[src/rtl/core/compressor_feedback_delay_unit_macros.svh]
// ----------------------------------------------------------------------------
// compressor_feedback_delay_unit_macros
// assertion macros shared by the compressor feedback delay unit
// ----------------------------------------------------------------------------
// each macro expects i_clk and i_rst_n in the enclosing module
`ifndef COMPRESSOR_FEEDBACK_DELAY_UNIT_MACROS_SVH
`define COMPRESSOR_FEEDBACK_DELAY_UNIT_MACROS_SVH

// condition holds at every clock edge out of reset
`define CFD_ASSERT(lbl, cond, msg) \
    lbl: assert property (@(posedge i_clk) disable iff (!i_rst_n) (cond)) \
        else $error(msg);

// antecedent implies consequent in the same cycle
`define CFD_ASSERT_IMP(lbl, ante, cons, msg) \
    lbl: assert property (@(posedge i_clk) disable iff (!i_rst_n) (ante) |-> (cons)) \
        else $error(msg);

`endif

[src/rtl/core/cfd_pkg.sv]
// ----------------------------------------------------------------------------
// cfd_pkg
// shared constants, register indexes and the configuration record
// ----------------------------------------------------------------------------
package cfd_pkg;

    localparam int DEF_DELAY_DEPTH  = 32768;
    localparam int DEF_SAMPLE_WIDTH = 24;

    localparam int CFG_IDX_W  = 8;
    localparam int CFG_DATA_W = 24;
    localparam int DELAY_LEN_W = 15;
    localparam int QUEUE_DEPTH = 2;

    // register indexes
    localparam logic [CFG_IDX_W-1:0] REG_THRESHOLD     = 8'd0;
    localparam logic [CFG_IDX_W-1:0] REG_INVERSE_RATIO = 8'd1;
    localparam logic [CFG_IDX_W-1:0] REG_ATTACK_COEFF  = 8'd2;
    localparam logic [CFG_IDX_W-1:0] REG_RELEASE_COEFF = 8'd3;
    localparam logic [CFG_IDX_W-1:0] REG_FEEDBACK_GAIN = 8'd4;
    localparam logic [CFG_IDX_W-1:0] REG_DELAY_LEFT    = 8'd5;
    localparam logic [CFG_IDX_W-1:0] REG_DELAY_RIGHT   = 8'd6;
    localparam logic [CFG_IDX_W-1:0] REG_WET_LEVEL     = 8'd7;

    // reset values
    localparam logic [15:0] RST_THRESHOLD     = 16'd16384;
    localparam logic [15:0] RST_INVERSE_RATIO = 16'd21845;
    localparam logic [23:0] RST_ATTACK_COEFF  = 24'd16777;
    localparam logic [23:0] RST_RELEASE_COEFF = 24'd1678;
    localparam logic [15:0] RST_FEEDBACK_GAIN = 16'd22938;
    localparam logic [DELAY_LEN_W-1:0] RST_DELAY_LEFT  = 15'd14880;
    localparam logic [DELAY_LEN_W-1:0] RST_DELAY_RIGHT = 15'd20640;
    localparam logic [15:0] RST_WET_LEVEL     = 16'd13107;

    // 0.3 in q16
    localparam logic [15:0] INPUT_SCALE_Q16 = 16'd19661;

    typedef struct packed {
        logic [15:0]            threshold;
        logic [15:0]            inverse_ratio;
        logic [23:0]            attack_coeff;
        logic [23:0]            release_coeff;
        logic [15:0]            feedback_gain;
        logic [DELAY_LEN_W-1:0] delay_left;
        logic [DELAY_LEN_W-1:0] delay_right;
        logic [15:0]            wet_level;
    } t_cfg;

endpackage

[src/rtl/core/cfd_queue.sv]
// ----------------------------------------------------------------------------
// cfd_queue
// small fifo between the gain stage and the delay lines
// ----------------------------------------------------------------------------
module cfd_queue #(
    parameter int WIDTH = cfd_pkg::DEF_SAMPLE_WIDTH
) (
    input  logic             i_clk,
    input  logic             i_rst_n,
    input  logic             i_push,
    input  logic [WIDTH-1:0] i_data,
    output logic             o_full,
    input  logic             i_pop,
    output logic             o_valid,
    output logic [WIDTH-1:0] o_data
);
    localparam int QD  = cfd_pkg::QUEUE_DEPTH;
    localparam int QAW = $clog2(QD);
    localparam int QCW = $clog2(QD + 1);

    logic [WIDTH-1:0] r_mem [QD];
    logic [QAW-1:0]   r_wr, r_rd;
    logic [QCW-1:0]   r_cnt;

    assign o_full  = (r_cnt == QCW'(QD));
    assign o_valid = (r_cnt != '0);
    assign o_data  = r_mem[r_rd];

    always_ff @(posedge i_clk) begin
        if (!i_rst_n) begin
            r_wr  <= '0;
            r_rd  <= '0;
            r_cnt <= '0;
        end else begin
            if (i_push) r_wr <= (r_wr == QAW'(QD - 1)) ? '0 : r_wr + QAW'(1);
            if (i_pop)  r_rd <= (r_rd == QAW'(QD - 1)) ? '0 : r_rd + QAW'(1);
            if (i_push && !i_pop)
                r_cnt <= r_cnt + QCW'(1);
            else if (i_pop && !i_push)
                r_cnt <= r_cnt - QCW'(1);
        end
    end

    always_ff @(posedge i_clk) begin
        if (i_push) r_mem[r_wr] <= i_data;
    end

endmodule

[config.mk]
export PLATFORM = sky130hd
export DESIGN_NAME = cfd_queue
export DESIGN_NICKNAME = d
export VERILOG_FILES = /design/src/rtl/core/compressor_feedback_delay_unit_macros.svh /design/src/rtl/core/cfd_pkg.sv /design/src/rtl/core/cfd_queue.sv
export SDC_FILE = /design/constraint.sdc
export NUM_CORES = 1
export LEC_CHECK = 0
export ABC_CLOCK_PERIOD_IN_PS = 4800
export BUFFER_PORTS_ARGS = -buffer_cell sky130_fd_sc_hd__clkbuf_2
export CORE_MARGIN = 1.5
export CORE_UTILIZATION = 55
export DETAILED_ROUTE_END_ITERATION = 7
export PLACE_DENSITY = 0.88
export SYNTH_ARGS = -nofsm -noshare
export SYNTH_HDL_FRONTEND = slang
export SYNTH_SLANG_ARGS = --single-unit
[constraint.sdc]
create_clock -name i_clk -period 4.8 [get_ports i_clk]
set_input_delay 0.48 -clock i_clk [delete_from_list [all_inputs] [get_ports i_clk]]
set_output_delay 0.48 -clock i_clk [all_outputs]
set_load 0.01 [all_outputs]
---- Yosys cells after proc, flatten, opt, wreduce, memory -nomap -nowiden ----
Memory sizes are Yosys's and may differ from the RTL's. A register that Yosys moved wholly into a read port is not among the register bits.
Cells that the tools add are included.
word-level totals
  memories ................................ 1
  bits in registers ....................... 4
  logic and storage cells ................. 23
  input port bits ......................... 28
  bits in writable memories ............... 48
memory list
  memory  words  bits a word  rd ports  clocked after memory_dff  write ports  RTL line         RTL
  r_mem   2      24           1         1                         1            cfd_queue.sv:21  logic [WIDTH-1:0] r_mem [QD];
cells by class
  add/subtract/negate cells ............... 4
  mux-type cells .......................... 8
  reduce and logical (&&, ||, !) cells .... 6
  equality and inequality tests ........... 1
operators with widths
  cell                 number
  $mux 1               6
  $mux 2               2
  $reduce_bool 2->1    2
  $add 1x1->1 const B  2
  $add 2x1->2 const B  1
  $eq 2x2->1 const B   1
  $logic_and 1x1->1    2
  $logic_not 1->1      2
  $sub 2x1->2 const B  1

---- Longest topological paths before layout ----
  depth after elaboration ................. 4
  depth in mapped cells ................... 5
  gate-level depth less buffers ........... 5

---- Least setup slack after synthesis ----
OpenSTA, ideal clock, no wires.
  path type ............................... input-to-reg
  from .................................... input port i_push
  to ...................................... memory r_mem[0][0] (netlist bit), enable pin
  slack ................................... 2774 ps
  setup time .............................. 409 ps
  arrival ................................. 1617 ps
  buffers on the path ..................... 0
  stages .................................. 1
  cells stage by stage .................... nor2b_1
between the ends
  word-level cells in the longest chain between the ends .. 2
ends and longest elaborated chain
  element                       RTL line         RTL
  from (decl)                   cfd_queue.sv:10  input logic i_push,
  $mux 1                        cfd_queue.sv:45  if (i_push) r_mem[r_wr] <= i_data;
  $mux 1 (implied by the code)  cfd_queue.sv:45
  to (decl)                     cfd_queue.sv:21
No other way between the ends.

==> impl_metrics.csv <==
group,metric,value,unit
die,die_area,3920,µm²
timing,slew_viol_final,0,
placed_design,portBuffers,53,
global_routing,grt_pass1_wl,4710,µm
clock_tree,cts-resized-gates,0,
synthesis,synth_top_family_by_area,"multiplexers",
die,pin_count,54,
timing,fmax,415,MHz
final_layout,fillerInstances,247,
synthesis,synth-simple-area-share,3.01,%
synthesis,synthXorXnorAreaFrac,1.35,%
die,die_h,62.6,µm
die,die_w,62.6,µm
clock_tree,clk_latency,350,ps
synthesis,synth.mux.area_fraction,13.8,%
final_layout,final_area,2340,µm²
placed_design,placed_cell_area,2270,µm²
routing,via_per_inst,4.91,
power_and_ir_drop,peakVddDrop,251,µV
worst_hold_path,hold_class,"in2reg",
final_layout,multi_input_area,390,µm²
final_layout,layout_common_cells,"clkbuf_2, edfxtp_1, mux2_2",
global_routing,grt.total_usage,16.3,%
synthesis,synthAdderAreaFrac,0.641,%
clock_tree,cts_buffers,5,
clock_tree,h-tree-depth,2,
worst_setup_path,cp.arrival,1930,ps
flow_run,maxCapViolCount,0,
global_routing,overflow,0,
global_routing,antenna_found_initial,0,
timing,finalCritPeriodShare,50.2,%
clock_tree,cts_tree,"yes",
final_layout,num_antenna_cells,0,
timing,max_slew_margin,26.6,%
final_layout,fin_util,69.6,%
timing,hold_viol,0,
synthesis,ys_seq_area_share,78.9,%
routing,avgRoutedWirePerCell,14.4,µm
worst_setup_path,worstPathMaxFanout,24,
global_routing,grt_max_degree,26,
outcome,status,"finished, final reports clean",
routing,drc,0,
routing,vias,992,
final_layout,nNetsFinal,184,
final_layout,register_area,1540,µm²
timing,finalSetupTns,0,ps
synthesis,syn_avg_cell_area,20.1,µm²
synthesis,netlist_instances,97,
clock_tree,root_buffer,"clkbuf_4",
clock_tree,cts_hold_buf,0,
timing,whs,297,ps
timing,post-route-min-period,2410,ps
timing,clock_skew,11.6,ps
clock_tree,path_clk_slew,140,ps
final_layout,drive_above_1_share,55.8,%
synthesis,syn-num-nets,126,
timing,rsz0062_at_grt,"false",
die,core,3360,µm²
routing,drt_pass1_iterations,4,
placed_design,dpl.hpwl,1980,µm
power_and_ir_drop,static-leakage-power,0.000908,µW
placed_design,gp_congestion,0.651,
clock_tree,post_cts_buffers,0,
synthesis,syn_area,1950,µm²
worst_setup_path,path_class,"reg2out",
timing,worst_pin_slew,1100,ps
clock_tree,clock_path_buffers,2,
power_and_ir_drop,power_density,376,nW/µm²
synthesis,ys_seq_elements,53,
final_layout,area_growth,19.9,%
synthesis,yosys_warnings,0,
die,rows,21,
routing,postRouteWirelength,2920,µm
worst_setup_path,critPathLaunchType,"flop",
routing,ant_nets,0,
synthesis,synth_cell_types,17,
die,start_util,58.1,%
routing,drt-initial-drc-count,27,
worst_setup_path,crit_path_end_kind,"output port",
timing,setup_viol_count_final,0,
global_routing,grt_pass1_vias,996,
synthesis,synth_compound_area_share,1.02,%
final_layout,final_common_cell,"clkbuf_2",
clock_tree,clkSinkCount,53,
worst_setup_path,required,4320,ps
## per-layer routing
layer,global-route usage (%),wire length [µm],up-vias
li1,-,-,485
met3,6.49,200,5
met4,6.67,49,0
met1,21.1,1220,462
met5,0,0,-
met2,24.7,1450,40
## where the power goes
part / switching (µW) / internal [µW]
logic: 47.0 / 53.9
registers: 15.0 / 531
clock network: 124 / 109
## area by class of cell
cell class	instances	area share, %
clock buffers	6	1.76
clock inverters	2	1.44
inverters	1	0.160
multi-input cells	40	16.7
flip-flops and latches	53	65.8
well taps	46	2.46
repair buffers	54	11.7
## stage by stage
step / total power, µW / setup slack [ps] / cells
floorplan: 614 / 2770 / 97
global placement: 654 / 2770 / 194
finish: 879 / 2390 / 202
detailed placement: 659 / 2760 / 194
CTS: 888 / 2330 / 202
global route: 916 / 2190 / 202
## sequential cells by signal, summed over array words and instances (netlist names), named ones only
| name | count |
|---|---|
| r_wr | 1 |
| r_mem | 48 |
| r_rd | 1 |
| r_cnt | 2 |
## cells in the mapped netlist
| cell type | instances | area share [%] |
|---|---|---|
| edfxtp_1 | 48 | 74 |
| mux2_2 | 24 | 14 |
| dfxtp_1 | 5 | 5.1 |
| and2_1 | 4 | 1.3 |
| buf_4 | 2 | 0.77 |
| nor2b_1 | 2 | 0.64 |
| xor2_1 | 2 | 0.90 |
| a21boi_1 | 1 | 0.38 |
| and2b_2 | 1 | 0.45 |
| buf_2 | 1 | 0.26 |
| ha_1 | 1 | 0.64 |
| inv_1 | 1 | 0.19 |
| o21a_1 | 1 | 0.38 |
| o21ai_0 | 1 | 0.26 |
| or2_2 | 1 | 0.32 |
| or3_1 | 1 | 0.32 |
| xnor2_1 | 1 | 0.45 |
## critical path, stage by stage (launching register included)
cell	delay, ps
dfxtp_1	1010
mux2_2	430
clkbuf_2	130
## cells by family after synthesis
| logic type | after synthesis |
|---|---|
| flip-flops | 53 |
| multiplexers | 24 |
| AND/OR/NAND/NOR | 9 |
| buffers and inverters | 4 |
| AO/OA/AOI/OAI | 3 |
| XOR/XNOR | 3 |
| adder cells (fa/ha/maj) | 1 |
## final timing paths
kind,from,endpoint,slack (ps),cells after the start
max,flop,o_data[22],2390,2
min,i_data[2],r_mem[1][2],300,1
max reg2reg,r_wr,r_mem[1][11],3150,1
min reg2reg,r_cnt[1],r_cnt[1],510,2
No activity file was read; power rests on OpenSTA's default activity.
